**src/sv/sect_pkg.sv**
```systemverilog
// shared types, codes and constants of the screen edge crossing tracker
package sect_pkg;

	// default geometry of the coordinate and travel registers
	localparam int COORD_BITS_DEF  = 14;
	localparam int TRAVEL_BITS_DEF = 21;

	// fixed field widths
	localparam int SIZE_W    = 15;
	localparam int RATIO_W   = 16;
	localparam int TGT_W     = 14;
	localparam int CFG_IDX_W = 2;
	localparam int CFG_DAT_W = 15;

	// behavior constants
	localparam int RETURN_LIMIT = 150;
	localparam int HOME_OFFSET  = 2;
	localparam int RATIO_MID    = 32768;
	localparam int RATIO_MAX    = 65535;

	// register indexes and reset values
	localparam logic [CFG_IDX_W-1:0] REG_WIDTH  = 2'd0;
	localparam logic [CFG_IDX_W-1:0] REG_HEIGHT = 2'd1;
	localparam logic [CFG_IDX_W-1:0] REG_EDGES  = 2'd2;
	localparam logic [SIZE_W-1:0]    WIDTH_RST  = 15'd1920;
	localparam logic [SIZE_W-1:0]    HEIGHT_RST = 15'd1080;
	localparam logic [7:0]           EDGES_RST  = 8'd0;

	// request commands
	localparam logic [1:0] CMD_POS     = 2'd0;
	localparam logic [1:0] CMD_DELTA   = 2'd1;
	localparam logic [1:0] CMD_RELEASE = 2'd2;

	// event kinds
	localparam logic [2:0] EV_NONE    = 3'd0;
	localparam logic [2:0] EV_ENTER   = 3'd1;
	localparam logic [2:0] EV_FWD     = 3'd2;
	localparam logic [2:0] EV_RETURN  = 3'd3;
	localparam logic [2:0] EV_RELEASE = 3'd4;

	// edge codes
	localparam logic [2:0] EDGE_LEFT   = 3'd0;
	localparam logic [2:0] EDGE_RIGHT  = 3'd1;
	localparam logic [2:0] EDGE_TOP    = 3'd2;
	localparam logic [2:0] EDGE_BOTTOM = 3'd3;
	localparam logic [2:0] EDGE_TL     = 3'd4;
	localparam logic [2:0] EDGE_TR     = 3'd5;
	localparam logic [2:0] EDGE_BL     = 3'd6;
	localparam logic [2:0] EDGE_BR     = 3'd7;

	typedef struct packed {
		logic [1:0]         cmd;
		logic signed [15:0] pos_x;
		logic signed [15:0] pos_y;
		logic signed [15:0] delta_x;
		logic signed [15:0] delta_y;
	} sect_in_t;

	typedef struct packed {
		logic [2:0]         event_kind;
		logic [2:0]         edge_code;
		logic [RATIO_W-1:0] x_ratio;
		logic [RATIO_W-1:0] y_ratio;
		logic [TGT_W-1:0]   target_x;
		logic [TGT_W-1:0]   target_y;
		logic signed [15:0] fwd_dx;
		logic signed [15:0] fwd_dy;
	} sect_out_t;

	typedef enum logic {
		ST_IDLE,
		ST_DIV
	} sect_state_t;

	// controller to datapath
	typedef struct packed {
		logic take;
		logic load_direct;
		logic div_start;
		logic div_step;
		logic div_finish;
	} sect_cmd_t;

	// datapath to controller
	typedef struct packed {
		logic entry;
	} sect_sts_t;

endpackage

```
**src/sv/sect_in_if.sv**
```systemverilog
// request channel carrying position samples, deltas and release commands
interface sect_in_if;
	import sect_pkg::*;

	logic     valid;
	logic     ready;
	sect_in_t data;

	modport source (output valid, output data, input ready);
	modport sink (input valid, input data, output ready);
endinterface

```
**src/sv/sect_out_if.sv**
```systemverilog
// result channel carrying one event per request
interface sect_out_if;
	import sect_pkg::*;

	logic      valid;
	logic      ready;
	sect_out_t data;

	modport source (output valid, output data, input ready);
	modport sink (input valid, input data, output ready);
endinterface

```
**src/sv/screen_edge_crossing_tracker.sv**
```systemverilog
// top level of the screen edge crossing tracker
//
//   channel   dir  handshake      contents
//   in_ch     in   valid/ready    cmd, pos_x, pos_y, delta_x, delta_y
//   out_ch    out  valid/ready    event_kind, edge_code, ratios, targets, deltas
//   cfg_*     in   write enable   screen_width, screen_height, edge_enable
//
// a request that does not enter capture has its event registered at
// acceptance; a new request can be taken in the next cycle
// an entering request runs the two 16-step ratio divider lanes side by side;
// no request is taken while they run
// a pending result holds in the output register; a request is still taken
// in the cycle that register is being emptied
// reset clears config to its defaults, the tracking state and the valid
module screen_edge_crossing_tracker #(
	parameter int COORD_BITS  = sect_pkg::COORD_BITS_DEF,
	parameter int TRAVEL_BITS = sect_pkg::TRAVEL_BITS_DEF
) (
	input  logic                           clk,
	input  logic                           arst_n,
	input  logic                           cfg_we,
	input  logic [sect_pkg::CFG_IDX_W-1:0] cfg_idx,
	input  logic [sect_pkg::CFG_DAT_W-1:0] cfg_wdata,
	sect_in_if.sink                        in_ch,
	sect_out_if.source                     out_ch
);
	import sect_pkg::*;

	sect_cmd_t cmd;
	sect_sts_t sts;

	// sequencing: acceptance, divide count, output valid
	sect_ctrl u_ctrl (
		.clk       (clk),
		.arst_n    (arst_n),
		.in_valid  (in_ch.valid),
		.out_ready (out_ch.ready),
		.sts       (sts),
		.in_ready  (in_ch.ready),
		.out_valid (out_ch.valid),
		.cmd       (cmd)
	);

	// config, tracking state, edge tests, motion and ratio math
	sect_dp #(
		.COORD_BITS  (COORD_BITS),
		.TRAVEL_BITS (TRAVEL_BITS)
	) u_dp (
		.clk       (clk),
		.arst_n    (arst_n),
		.cfg_we    (cfg_we),
		.cfg_idx   (cfg_idx),
		.cfg_wdata (cfg_wdata),
		.req       (in_ch.data),
		.cmd       (cmd),
		.sts       (sts),
		.res       (out_ch.data)
	);

	// a request is only taken when the output register is free or draining
	a_no_overrun: assert property (@(posedge clk) disable iff (!arst_n)
		in_ch.ready |-> (!out_ch.valid || out_ch.ready))
		else $error("request taken while result register stays full");

	// divider steps block new requests
	a_busy_blocks: assert property (@(posedge clk) disable iff (!arst_n)
		cmd.div_step |-> !in_ch.ready)
		else $error("request taken during ratio division");

	// an entry leaves the output register empty until the division ends
	a_entry_empty: assert property (@(posedge clk) disable iff (!arst_n)
		cmd.div_start |=> !out_ch.valid)
		else $error("result shown before entry ratios were ready");

	// finishing the division presents an entry event
	a_entry_event: assert property (@(posedge clk) disable iff (!arst_n)
		cmd.div_finish |=> (out_ch.valid && out_ch.data.event_kind == EV_ENTER))
		else $error("division finished without an entry event");
endmodule

```
**src/sv/sect_div.sv**
```systemverilog
// restoring divider lane, one quotient bit per step
module sect_div (
	input  logic                         clk,
	input  logic                         start,
	input  logic                         step,
	input  logic [sect_pkg::SIZE_W-1:0]  num,
	input  logic [sect_pkg::SIZE_W-1:0]  den,
	output logic [sect_pkg::RATIO_W-1:0] quo_nxt
);
	import sect_pkg::*;

	logic [SIZE_W-1:0]  rem_q;
	logic [SIZE_W-1:0]  den_q;
	logic [RATIO_W-1:0] quo_q;
	logic [SIZE_W:0]    rem2;
	logic [SIZE_W:0]    diff;
	logic               ge;
	logic [SIZE_W-1:0]  rem_nxt;

	// remainder stays below the divisor, so doubling fits one extra bit
	assign rem2    = {rem_q, 1'b0};
	assign diff    = rem2 - {1'b0, den_q};
	assign ge      = rem2 >= {1'b0, den_q};
	assign rem_nxt = ge ? diff[SIZE_W-1:0] : rem2[SIZE_W-1:0];
	assign quo_nxt = {quo_q[RATIO_W-2:0], ge};

	always_ff @(posedge clk) begin
		if (start) begin
			rem_q <= num;
			den_q <= den;
			quo_q <= '0;
		end else if (step) begin
			rem_q <= rem_nxt;
			quo_q <= quo_nxt;
		end
	end
endmodule

```
**src/sv/sect_ctrl.sv**
```systemverilog
// controller: request acceptance, divide sequencing and result valid
module sect_ctrl (
	input  logic                  clk,
	input  logic                  arst_n,
	input  logic                  in_valid,
	input  logic                  out_ready,
	input  sect_pkg::sect_sts_t   sts,
	output logic                  in_ready,
	output logic                  out_valid,
	output sect_pkg::sect_cmd_t   cmd
);
	import sect_pkg::*;

	localparam int CNT_W = $clog2(RATIO_W);

	sect_state_t      state_q;
	sect_state_t      state_nxt;
	logic [CNT_W-1:0] cnt_q;
	logic             out_valid_q;
	logic             div_last;
	logic             take;

	assign div_last  = cnt_q == CNT_W'(RATIO_W - 1);
	assign out_valid = out_valid_q;

	always_comb begin
		state_nxt = state_q;
		unique case (state_q)
			ST_IDLE: begin
				if (take && sts.entry) state_nxt = ST_DIV;
			end
			ST_DIV: begin
				if (div_last) state_nxt = ST_IDLE;
			end
			default: state_nxt = ST_IDLE;
		endcase
	end

	always_comb begin
		in_ready = 1'b0;
		take     = 1'b0;
		cmd      = '0;
		unique case (state_q)
			ST_IDLE: begin
				in_ready        = !out_valid_q || out_ready;
				take            = in_valid && in_ready;
				cmd.take        = take;
				cmd.load_direct = take && !sts.entry;
				cmd.div_start   = take && sts.entry;
			end
			ST_DIV: begin
				cmd.div_step   = 1'b1;
				cmd.div_finish = div_last;
			end
			default: ;
		endcase
	end

	always_ff @(posedge clk or negedge arst_n) begin
		if (!arst_n) begin
			state_q     <= ST_IDLE;
			cnt_q       <= '0;
			out_valid_q <= 1'b0;
		end else begin
			state_q <= state_nxt;
			if (cmd.div_start) cnt_q <= '0;
			else if (cmd.div_step) cnt_q <= cnt_q + 1'b1;
			if (cmd.load_direct || cmd.div_finish) out_valid_q <= 1'b1;
			else if (out_ready) out_valid_q <= 1'b0;
		end
	end
endmodule

```
**src/sv/sect_dp.sv**
```systemverilog
// datapath: config, tracking state, edge test, motion update, ratio lanes, result register
module sect_dp #(
	parameter int COORD_BITS  = sect_pkg::COORD_BITS_DEF,
	parameter int TRAVEL_BITS = sect_pkg::TRAVEL_BITS_DEF
) (
	input  logic                           clk,
	input  logic                           arst_n,
	input  logic                           cfg_we,
	input  logic [sect_pkg::CFG_IDX_W-1:0] cfg_idx,
	input  logic [sect_pkg::CFG_DAT_W-1:0] cfg_wdata,
	input  sect_pkg::sect_in_t             req,
	input  sect_pkg::sect_cmd_t            cmd,
	output sect_pkg::sect_sts_t            sts,
	output sect_pkg::sect_out_t            res
);
	import sect_pkg::*;

	localparam int CB = COORD_BITS;
	localparam int TB = TRAVEL_BITS;
	localparam int SW = ((TB > 16) ? TB : 16) + 1;
	localparam int CMAX = (1 << CB) - 1;
	localparam logic signed [SW-1:0] TR_MAX = {{(SW-TB+1){1'b0}}, {(TB-1){1'b1}}};
	localparam logic signed [SW-1:0] TR_MIN = ~TR_MAX;
	localparam logic signed [SW-1:0] RET_POS = SW'(RETURN_LIMIT);
	localparam logic signed [SW-1:0] RET_NEG = -RET_POS;

	// size minus offset, floored at 0 and capped at the coordinate range
	function automatic logic [CB-1:0] limit_of(input logic [SIZE_W-1:0] size,
			input logic [1:0] minus);
		logic signed [SIZE_W+1:0] d;
		logic signed [SIZE_W+1:0] cap;
		d   = $signed({2'b00, size}) - $signed({{SIZE_W{1'b0}}, minus});
		cap = (SIZE_W+2)'(CMAX);
		if (d < 0) return '0;
		else if (d > cap) return cap[CB-1:0];
		else return d[CB-1:0];
	endfunction

	function automatic logic [CB-1:0] clamp_to(input logic signed [17:0] v,
			input logic [CB-1:0] lim);
		if (v < 0) return '0;
		else if (v > $signed(18'(lim))) return lim;
		else return v[CB-1:0];
	endfunction

	function automatic logic [TB-1:0] sat_travel(input logic signed [SW-1:0] s);
		logic signed [SW-1:0] r;
		if (s > TR_MAX) r = TR_MAX;
		else if (s < TR_MIN) r = TR_MIN;
		else r = s;
		return r[TB-1:0];
	endfunction

	function automatic logic [TGT_W-1:0] to_tgt(input logic [CB-1:0] a);
		logic [31:0] t;
		t = 32'(a);
		return t[TGT_W-1:0];
	endfunction

	// {use divider, fixed ratio}
	function automatic logic [RATIO_W:0] ratio_fix(input logic signed [15:0] pos,
			input logic [SIZE_W-1:0] size);
		if (size == '0) return {1'b0, RATIO_W'(RATIO_MID)};
		else if (pos <= 0) return '0;
		else if (pos >= $signed({1'b0, size})) return {1'b0, RATIO_W'(RATIO_MAX)};
		else return {1'b1, {RATIO_W{1'b0}}};
	endfunction

	logic [SIZE_W-1:0]  width_q;
	logic [SIZE_W-1:0]  height_q;
	logic [7:0]         edges_q;
	logic               captured_q;
	logic [2:0]         active_edge_q;
	logic [CB-1:0]      vx_q;
	logic [CB-1:0]      vy_q;
	logic [TB-1:0]      trx_q;
	logic [TB-1:0]      try_q;
	logic [RATIO_W:0]   xfix_q;
	logic [RATIO_W:0]   yfix_q;
	sect_out_t          res_q;

	logic [CB-1:0]      lim_w1, lim_h1, lim_w2, lim_h2;
	logic signed [16:0] xe, ye, we, he;
	logic               x_lo, x_hi, x_in, y_lo, y_hi, y_in;
	logic [7:0]         hit;
	logic [7:0]         sel;
	logic [2:0]         entry_edge;
	logic               entry;
	logic [CB-1:0]      ent_vx, ent_vy;
	logic               moved;
	logic               release_hit;
	logic [CB-1:0]      mv_vx, mv_vy;
	logic signed [SW-1:0] sum_x, sum_y, sat_x, sat_y;
	logic [TB-1:0]      mv_trx, mv_try;
	logic               back;
	logic [TGT_W-1:0]   tgt_a, tgt_b;
	sect_out_t          direct;
	sect_out_t          enter_res;
	logic [RATIO_W-1:0] quo_x, quo_y;

	assign lim_w1 = limit_of(width_q, 2'd1);
	assign lim_h1 = limit_of(height_q, 2'd1);
	assign lim_w2 = limit_of(width_q, 2'(HOME_OFFSET));
	assign lim_h2 = limit_of(height_q, 2'(HOME_OFFSET));

	// edge test on the sample
	assign xe   = {req.pos_x[15], req.pos_x};
	assign ye   = {req.pos_y[15], req.pos_y};
	assign we   = $signed({2'b00, width_q});
	assign he   = $signed({2'b00, height_q});
	assign x_lo = xe <= 0;
	assign x_hi = xe >= we;
	assign x_in = (xe > 0) && (xe < we);
	assign y_lo = ye <= 0;
	assign y_hi = ye >= he;
	assign y_in = (ye > 0) && (ye < he);

	always_comb begin
		hit              = '0;
		hit[EDGE_LEFT]   = x_lo && y_in;
		hit[EDGE_RIGHT]  = x_hi && y_in;
		hit[EDGE_TOP]    = y_lo && x_in;
		hit[EDGE_BOTTOM] = y_hi && x_in;
		hit[EDGE_TL]     = x_lo && y_lo;
		hit[EDGE_TR]     = x_hi && y_lo;
		hit[EDGE_BL]     = x_lo && y_hi;
		hit[EDGE_BR]     = x_hi && y_hi;
	end

	assign sel = hit & edges_q;

	// lowest enabled code wins
	always_comb begin
		entry_edge = '0;
		for (int e = 7; e >= 0; e--) begin
			if (sel[e]) entry_edge = 3'(e);
		end
	end

	assign entry  = (req.cmd == CMD_POS) && !captured_q && (sel != '0);
	assign ent_vx = clamp_to({{2{req.pos_x[15]}}, req.pos_x}, lim_w1);
	assign ent_vy = clamp_to({{2{req.pos_y[15]}}, req.pos_y}, lim_h1);
	assign sts.entry = entry;

	// motion update
	assign moved = (req.cmd == CMD_DELTA) && captured_q &&
		((req.delta_x != '0) || (req.delta_y != '0));
	assign release_hit = (req.cmd == CMD_RELEASE) && captured_q;

	assign mv_vx = clamp_to($signed({{(18-CB){1'b0}}, vx_q}) +
		$signed({{2{req.delta_x[15]}}, req.delta_x}), lim_w1);
	assign mv_vy = clamp_to($signed({{(18-CB){1'b0}}, vy_q}) +
		$signed({{2{req.delta_y[15]}}, req.delta_y}), lim_h1);

	assign sum_x = $signed({{(SW-TB){trx_q[TB-1]}}, trx_q}) +
		$signed({{(SW-16){req.delta_x[15]}}, req.delta_x});
	assign sum_y = $signed({{(SW-TB){try_q[TB-1]}}, try_q}) +
		$signed({{(SW-16){req.delta_y[15]}}, req.delta_y});
	assign mv_trx = sat_travel(sum_x);
	assign mv_try = sat_travel(sum_y);
	assign sat_x  = $signed({{(SW-TB){mv_trx[TB-1]}}, mv_trx});
	assign sat_y  = $signed({{(SW-TB){mv_try[TB-1]}}, mv_try});

	always_comb begin
		case (active_edge_q) inside
			EDGE_LEFT, EDGE_TL, EDGE_BL: begin
				back  = sat_x > RET_POS;
				tgt_a = TGT_W'(HOME_OFFSET);
				tgt_b = to_tgt(mv_vy);
			end
			EDGE_RIGHT, EDGE_TR, EDGE_BR: begin
				back  = sat_x < RET_NEG;
				tgt_a = to_tgt(lim_w2);
				tgt_b = to_tgt(mv_vy);
			end
			EDGE_TOP: begin
				back  = sat_y > RET_POS;
				tgt_a = to_tgt(mv_vx);
				tgt_b = to_tgt(lim_h2);
			end
			default: begin
				back  = sat_y < RET_NEG;
				tgt_a = to_tgt(mv_vx);
				tgt_b = TGT_W'(HOME_OFFSET);
			end
		endcase
	end

	// results that need no division
	always_comb begin
		direct = '0;
		if (moved) begin
			direct.event_kind = back ? EV_RETURN : EV_FWD;
			direct.edge_code  = active_edge_q;
			direct.fwd_dx     = req.delta_x;
			direct.fwd_dy     = req.delta_y;
			if (back) begin
				direct.target_x = tgt_a;
				direct.target_y = tgt_b;
			end
		end else if (release_hit) begin
			direct.event_kind = EV_RELEASE;
			direct.edge_code  = active_edge_q;
		end
	end

	// entry event once both ratio lanes are done
	always_comb begin
		enter_res            = '0;
		enter_res.event_kind = EV_ENTER;
		enter_res.edge_code  = active_edge_q;
		enter_res.x_ratio    = xfix_q[RATIO_W] ? quo_x : xfix_q[RATIO_W-1:0];
		enter_res.y_ratio    = yfix_q[RATIO_W] ? quo_y : yfix_q[RATIO_W-1:0];
	end

	sect_div u_div_x (
		.clk     (clk),
		.start   (cmd.div_start),
		.step    (cmd.div_step),
		.num     (req.pos_x[SIZE_W-1:0]),
		.den     (width_q),
		.quo_nxt (quo_x)
	);

	sect_div u_div_y (
		.clk     (clk),
		.start   (cmd.div_start),
		.step    (cmd.div_step),
		.num     (req.pos_y[SIZE_W-1:0]),
		.den     (height_q),
		.quo_nxt (quo_y)
	);

	always_ff @(posedge clk or negedge arst_n) begin
		if (!arst_n) begin
			width_q       <= WIDTH_RST;
			height_q      <= HEIGHT_RST;
			edges_q       <= EDGES_RST;
			captured_q    <= 1'b0;
			active_edge_q <= '0;
			vx_q          <= '0;
			vy_q          <= '0;
			trx_q         <= '0;
			try_q         <= '0;
		end else begin
			if (cfg_we) begin
				unique case (cfg_idx)
					REG_WIDTH:  width_q  <= cfg_wdata[SIZE_W-1:0];
					REG_HEIGHT: height_q <= cfg_wdata[SIZE_W-1:0];
					REG_EDGES:  edges_q  <= cfg_wdata[7:0];
					default: ;
				endcase
			end
			if (cmd.take) begin
				if (entry) begin
					captured_q    <= 1'b1;
					active_edge_q <= entry_edge;
					vx_q          <= ent_vx;
					vy_q          <= ent_vy;
					trx_q         <= '0;
					try_q         <= '0;
				end else if (moved) begin
					vx_q  <= mv_vx;
					vy_q  <= mv_vy;
					trx_q <= mv_trx;
					try_q <= mv_try;
					if (back) captured_q <= 1'b0;
				end else if (release_hit) begin
					captured_q <= 1'b0;
				end
			end
		end
	end

	always_ff @(posedge clk) begin
		if (cmd.div_start) begin
			xfix_q <= ratio_fix(req.pos_x, width_q);
			yfix_q <= ratio_fix(req.pos_y, height_q);
		end
		if (cmd.load_direct) begin
			res_q <= direct;
		end else if (cmd.div_finish) begin
			res_q <= enter_res;
		end
	end

	assign res = res_q;
endmodule
```
**src/flat_wrapper.sv**
```systemverilog
// flat-port wrapper written by rule: the top's interface ports become plain ports
module screen_edge_crossing_tracker_flat import sect_pkg::*;
#(
	parameter int COORD_BITS  = sect_pkg::COORD_BITS_DEF,
	parameter int TRAVEL_BITS = sect_pkg::TRAVEL_BITS_DEF
)
  (clk, arst_n, cfg_we, cfg_idx, cfg_wdata, in_ch_valid, in_ch_data, in_ch_ready, out_ch_valid, out_ch_data, out_ch_ready);
  sect_in_if in_ch_i ();
  sect_out_if out_ch_i ();
  input  logic clk;
  input  logic arst_n;
  input  logic cfg_we;
  input  logic [sect_pkg::CFG_IDX_W-1:0] cfg_idx;
  input  logic [sect_pkg::CFG_DAT_W-1:0] cfg_wdata;
  input wire logic [$bits(in_ch_i.valid)-1:0] in_ch_valid;
  input wire logic [$bits(in_ch_i.data)-1:0] in_ch_data;
  output wire logic [$bits(in_ch_i.ready)-1:0] in_ch_ready;
  output wire logic [$bits(out_ch_i.valid)-1:0] out_ch_valid;
  output wire logic [$bits(out_ch_i.data)-1:0] out_ch_data;
  input wire logic [$bits(out_ch_i.ready)-1:0] out_ch_ready;
  assign in_ch_i.valid = in_ch_valid;
  assign in_ch_i.data = in_ch_data;
  assign in_ch_ready = in_ch_i.ready;
  assign out_ch_valid = out_ch_i.valid;
  assign out_ch_data = out_ch_i.data;
  assign out_ch_i.ready = out_ch_ready;
  screen_edge_crossing_tracker #(.COORD_BITS(COORD_BITS), .TRAVEL_BITS(TRAVEL_BITS)) u_core (.clk(clk), .arst_n(arst_n), .cfg_we(cfg_we), .cfg_idx(cfg_idx), .cfg_wdata(cfg_wdata), .in_ch(in_ch_i), .out_ch(out_ch_i));
endmodule
```
**config.mk**
```make
export PLATFORM = sky130hd
export DESIGN_NAME = screen_edge_crossing_tracker_flat
export DESIGN_NICKNAME = d
export VERILOG_FILES = /design/src/sv/sect_pkg.sv /design/src/sv/sect_in_if.sv /design/src/sv/sect_out_if.sv /design/src/sv/screen_edge_crossing_tracker.sv /design/src/sv/sect_div.sv /design/src/sv/sect_ctrl.sv /design/src/sv/sect_dp.sv /design/src/flat_wrapper.sv
export SDC_FILE = /design/constraint.sdc
export NUM_CORES = 1
export LEC_CHECK = 0
export BUFFER_PORTS_ARGS = -buffer_cell sky130_fd_sc_hd__buf_4
export CAP_MARGIN = 30
export CORE_UTILIZATION = 55
export DETAILED_ROUTE_END_ITERATION = 8
export PLACE_DENSITY = 0.74
export SETUP_SLACK_MARGIN = 0.1
export SLEW_MARGIN = 20
export SYNTH_ARGS = -nofsm -noshare
export SYNTH_HDL_FRONTEND = slang
export SYNTH_HIERARCHICAL = 1
export SYNTH_SLANG_ARGS = --single-unit
```
**constraint.sdc**
```tcl
create_clock -name clk -period 6.27 [get_ports clk]
set_input_delay 0.3135 -clock clk [delete_from_list [all_inputs] [get_ports clk]]
set_output_delay 0.3135 -clock clk [all_outputs]
set_load 0.01 [all_outputs]
```
## Yosys cells after proc, flatten, opt, wreduce, memory -nomap -nowiden

Cells that the tools add are included.

- Bits in registers: 340
- ROM bits: 0
- Latch bits: 0
- Bits in writable memories: 0
- Memories: 0
- Logic and storage cells: 217

- Shift operators: 0
- Bitwise operators: 2
- Reduce and logical (&&, ||, !) cells: 48
- Muxes and demuxes: 78
- Magnitude comparators: 36
- Add/subtract/negate cells: 11
- Div/mod/pow operators: 0
- $mul: 0
- Equal/unequal tests: 12

Operators with widths:

| cell | count |
|---|---|
| $mux W14 | 25 |
| $mux W98 | 2 |
| $mux W21 | 8 |
| $lt A16 B1 Y1 const B | 6 |
| $mux W15 | 6 |
| $ge A16 B16 Y1 | 4 |
| $gt A16 B15 Y1 const B | 4 |
| $mux W16 | 4 |
| $mux W60 | 1 |
| $add A21 B16 Y22 | 2 |
| $gt A22 B21 Y1 const B | 2 |
| $lt A22 B21 Y1 const B | 2 |
| $gt A21 B9 Y1 const B | 2 |
| $lt A21 B9 Y1 const B | 2 |
| $add A15 B16 Y17 | 2 |
| $gt A17 B15 Y1 | 2 |
| $lt A17 B1 Y1 const B | 2 |
| $mux W17 | 2 |
| $ge A16 B15 Y1 | 2 |
| $gt A16 B1 Y1 const B | 2 |
| $gt A16 B15 Y1 | 2 |
| $le A16 B1 Y1 const B | 2 |
| $lt A16 B16 Y1 | 2 |
| $reduce_bool A16 Y1 | 2 |
| other kinds (33) | 97 |

## Longest topological paths before layout

- Depth after elaboration: 12
- Depth in mapped cells: 23

## Cells and area by module

Netlist, hierarchy kept.

By module, submodules not included:

| module | instances | cells each | area each (sq um) |
|---|---|---|---|
| sect_dp | 1 | 1946 | 17252.8 |
| sect_div | 2 | 259 | 2568.7 |
| sect_ctrl | 1 | 29 | 314.1 |

## Least setup slack after synthesis

No wires, ideal clock.

- Path type: reg-to-reg
- From: register u_core.u_dp.height_q[7]
- To: register u_core.u_dp.u_div_x.rem_q[0] (enable)
- Setup time: 331 ps
- Data required time: 5939 ps
- Stages on the path, launching flop included: 17
- Arrival time: 5353 ps
- Slack: 586 ps
- Cells stage by stage: dfrtp_1 clkbuf_1 inv_1 ha_1 and3_1 nand4_1 o31a_1 a221o_2 o21ai_1 nor2b_1 a211o_1 and2_1 buf_6 nor3b_2 clkbuf_1 buf_1 or2_2

RTL lines:

| item | RTL line | RTL |
|---|---|---|
| start: declaration | sect_dp.sv:70 | `logic [SIZE_W-1:0] height_q;` |
| start signal: assignment | sect_dp.sv:249 | `REG_HEIGHT: height_q <= cfg_wdata[SIZE_W-1:0];` |
| end signal: assignment | sect_div.sv:29 | `rem_q <= num;` |
| end signal: assignment | sect_div.sv:33 | `rem_q <= rem_nxt;` |
| end: declaration | sect_div.sv:12 | `logic [SIZE_W-1:0] rem_q;` |

## Final worst setup path

- From: register u_core.u_dp.width_q[3]
- To: register u_core.u_dp.vx_q[3]

- Longest elaborated chain between the ends: 9
- Elaborated cells between the ends (all ways): 26
- Classes of those cells: 1 x add/sub; 6 x order compare; 8 x mux; 1 x bitwise; 10 x reduce/logical

RTL lines:

| item | RTL line | RTL |
|---|---|---|
| start: declaration | sect_dp.sv:69 | `logic [SIZE_W-1:0] width_q;` |
| start signal: assignment | sect_dp.sv:248 | `REG_WIDTH: width_q <= cfg_wdata[SIZE_W-1:0];` |
| $sub A15 B1 Y16 | sect_dp.sv:32 | `d = $signed({2'b00, size}) - $signed({{SIZE_W{1'b0}}, minus});` |
| $gt A16 B15 Y1 | sect_dp.sv:35 | `else if (d > cap) return cap[CB-1:0];` |
| $mux W14 | sect_dp.sv:35 |  |
| $mux W14 | sect_dp.sv:34 | `if (d < 0) return '0;` |
| $gt A17 B15 Y1 | sect_dp.sv:42 | `else if (v > $signed(18'(lim))) return lim;` |
| $mux W14 | sect_dp.sv:42 |  |
| $mux W14 | sect_dp.sv:41 | `if (v < 0) return '0;` |
| $mux W14 | sect_dp.sv:262 | `end else if (moved) begin` |
| $mux W14 | sect_dp.sv:255 | `if (entry) begin` |
| end signal: assignment | sect_dp.sv:258 | `vx_q <= ent_vx;` |
| end signal: assignment | sect_dp.sv:263 | `vx_q <= mv_vx;` |
| end: declaration | sect_dp.sv:74 | `logic [CB-1:0] vx_q;` |

Several ways; a longest one is shown, not always the timed one. The select of a mux whose other input is x is not followed.
A chain may end at the register's enable or synchronous reset.

==> flow_summary.json <==
{
  "htreeDepth": 2,
  "avgSynthCellArea_sq_um": 9.107,
  "final.setup.worst_slack_ns": 0.8440,
  "period_needed_ns": 5.426,
  "overflow": 0,
  "dp_hpwl_um": 52680,
  "antenna_cells": 0,
  "chipWidth_um": 205.2,
  "via_count": 20400,
  "grt_pass1_vias": 19570,
  "syn_area_sq_um": 22700,
  "crit_start": "u_core/u_dp/width_q[3]$_DFFE_PN0P_",
  "reg2reg_depth": 21,
  "grt_setup_unrepaired": "no",
  "crit_arrival_ns": 5.88,
  "peakVddDrop_mv": 0.2846,
  "async_flop_share": 0.3782,
  "path_clk_slew_ns": 0.07,
  "crit_fanout": 13,
  "routed_wl_um": 71290,
  "rows": 74,
  "final_util": 0.6354,
  "synthTopCellsByCount": "212 x nor2_1, 208 x nand2_1, 193 x ha_1, 186 x a21oi_1, 132 x edfxtp_1",
  "reg2reg_slack_ns": 0.84,
  "synth_flop_cell": "edfxtp_1",
  "p_per_area_nw_per_um2": 456.5,
  "crit_type": "reg -> reg",
  "clockBufferDepth": 3,
  "slew_violations": 0,
  "hold_class": "in -> reg",
  "grtUsageTotal": 0.3351,
  "p_leak_nw": 11.30,
  "synth_cell_types": 100,
  "die_area_sq_um": 42100,
  "cp-start-kind": "flop",
  "synth_fp_nets": 2780,
  "antenna_found_initial": 0,
  "skew_ns": 0.01830,
  "post_route_cells_drive_above_1_share": 0.1436,
  "fin_nets": 2932,
  "post_cts_buffers": 0,
  "drc": 0,
  "via_per_inst": 6.360,
  "wl_per_cell_um": 22.23,
  "hold_violations": 0,
  "rr_startpoint": "u_core/u_dp/width_q[3]$_DFFE_PN0P_",
  "synth_edf_count": 132,
  "maxCapViolCount": 0,
  "final-setup-viol-count": 0,
  "clock-root-buffer": "clkbuf_16",
  "regToRegEndpoint": "u_core/u_dp/vx_q[3]$_DFFE_PN0P_",
  "io-pin-count": 188,
  "critical_path_required_ns": 6.72,
  "post-place-ws_ns": 1.078,
  "clock_sinks": 312,
  "gp_congestion": 1.005,
  "yosysTopAreaCell": "edfxtp_1",
  "synth_area_leaders": "edfxtp_1 17%, dfrtp_1 12%, ha_1 11%",
  "synth_top_area_frac": 0.1746,
  "power_mw": 11.82,
  "drtIter0Drc": 1596,
  "crit_end": "u_core/u_dp/vx_q[3]$_DFFE_PN0P_",
  "ant_nets": 0,
  "max_slew_margin": 0.3204,
  "ys_seq_elements": 312,
  "grt_start_max_net_pins": 61,
  "yosysMostFrequentCell": "nor2_1",
  "cp-end-kind": "flop",
  "clk_latency_ns": 0.58,
  "start_util": 0.5573,
  "port_buffers": 187,
  "dieHeight_um": 205.2,
  "dr.pass1.iters": 6,
  "max_freq_ghz": 0.1843,
  "cts_buffers": 38,
  "grt_first_pass_wirelength_um": 109600,
  "yosysWarnings": 6,
  "setup_tns_ns": 0,
  "core_sq_um": 40740,
  "cts_tree": "built",
  "tightest_slew_ns": 1.016,
  "post_cts_resized": 0,
  "hold_buffers": 9,
  "fin_crit_sh": 0.8654,
  "syn_to_final_growth_pct": 14.01,
  "syn_inst": 2493,
  "seq_area_frac_synth": 0.3597,
  "status": "finished clean"
}
-- cell usage in the layout, fill, tap and decap left out, types with 17 or more instances in the layout --
cell / count
o21ai_0: 131
ha_1: 193
xor2_1: 20
nand2_1: 208
dfxtp_1: 62
a21o_1: 55
buf_4: 203
nor3_1: 55
a211oi_1: 60
a21oi_1: 186
clkbuf_16: 40
o21a_1: 38
nor2_1: 210
nand4_1: 35
edfxtp_1: 132
nand2b_1: 17
mux2_2: 38
mux2i_1: 72
xnor2_1: 85
nand3_1: 52
o21bai_1: 17
nor2b_1: 29
and2_1: 47
o211ai_1: 18
nor4_1: 29
dfrtp_1: 109
inv_1: 123
and3_1: 19
a31oi_1: 26
o22ai_1: 25
-- area by class of cell --
cell class | instances | area, sq um
tap | 532 | 665.6
clock buffer | 54 | 1084
fill | 3490 | 14850
sequential | 312 | 8169
timing repair buffer | 219 | 1772
clock inverter | 16 | 116.4
inverter | 128 | 480.5
multi-input combinational | 1946 | 13600
-- layer usage --
layer  part of all wire  vias to the layer above  global-route usage  routed length (um)
li1                   -                     9510                   -                   -
met1               0.44                     9925              0.4579               31650
met2               0.45                      808              0.5337               32310
met3              0.070                      152             0.05717                5018
met4              0.032                        0              0.1193                2306
met5                  0                        -                   0                   0
-- critical path, cell delays in order (launching register included) --
cell and delay (ns):
dfrtp_1 0.45, or3_1 0.46, nor2_1 0.22, nand4_1 0.31, nor4b_4 0.45, nand2_1 0.21, a21oi_2 0.42, a21oi_1 0.14
inv_1 0.13, ha_1 0.25, a21o_1 0.18, a21o_1 0.18, a21oi_1 0.15, nor2b_1 0.07, o21ai_0 0.21, nand2_1 0.13
a211oi_1 0.30, nor2_1 0.26, buf_4 0.26, mux2i_1 0.18, o32ai_1 0.09, mux2_2 0.28
-- where the power goes --
part           internal, mW  leakage (nW)  switching [mW]
Combinational          2.59          7.45            3.70
Clock                  1.22         0.594           0.937
Sequential             2.89          3.25           0.476
Total                  6.70          11.3            5.12
-- logic make-up (layout without fill, tap and decap cells) --
logic type	count (synthesis)	in the layout	synth area share
adders and majority gates	215	215	0.1187
xor gates and xnor gates	105	105	0.04050
muxes	111	111	0.05120
DFF	312	312	0.3597
AOI/OAI and AO/OA	733	733	0.2167
and+or+nand+nor	782	782	0.1696
buffers and inverters	235	417	0.04354
-- how the worst min path moves through the flow --
stage / depth (start not counted) / endpoint / slack [ns] / start
2_1_floorplan: 0 / u_core/u_ctrl/cnt_q[0]$_DFFE_PN0P_ / 0.02 / arst_n
3_3_place_gp: 2 / u_core/u_dp/try_q[0]$_DFFE_PN0P_ / 0.45 / u_core/u_dp/try_q[0]$_DFFE_PN0P_
3_5_place_dp: 1 / u_core/u_dp/try_q[9]$_DFFE_PN0P_ / 0.29 / arst_n
4_1_cts: 3 / u_core/u_dp/width_q[10]$_DFFE_PN1P_ / 0.0009 / cfg_wdata[10]
5_1_grt: 2 / u_core/u_dp/edges_q[5]$_DFFE_PN0P_ / 0.02 / cfg_wdata[5]
6_report: 3 / u_core/u_dp/width_q[10]$_DFFE_PN1P_ / 0.02 / cfg_wdata[10]
-- metrics by stage --
stage               cells  hold WS [ns]  cell area [sq um]
finish               3207       0.01738              25880
floorplan            2493       0.01791              22700
global route         3207       0.01815              25880
detailed placement   3124        0.2860              24540
CTS                  3203     0.0009349              25830
global placement     3121        0.4542              24470
-- sequential cells by signal, summed over array words and instances, names as in the netlist, 4 cells and up --
name and cells:
u_core/u_dp/height_q 15, u_core/u_dp/vy_q 14, u_core/u_dp/trx_q 21, u_core/u_dp/u_div_x/den_q 15
u_core/u_dp/width_q 15, u_core/u_dp/u_div_y/den_q 15, u_core/u_dp/edges_q 8, u_core/u_dp/try_q 21
u_core/u_dp/u_div_x/rem_q 15, u_core/u_ctrl/cnt_q 4, u_core/u_dp/vx_q 14, u_core/u_dp/u_div_y/rem_q 15
u_core/u_dp/u_div_y/quo_q 15, u_core/u_dp/res 98, u_core/u_dp/u_div_x/quo_q 15
(Power assumes the default switching activity.)
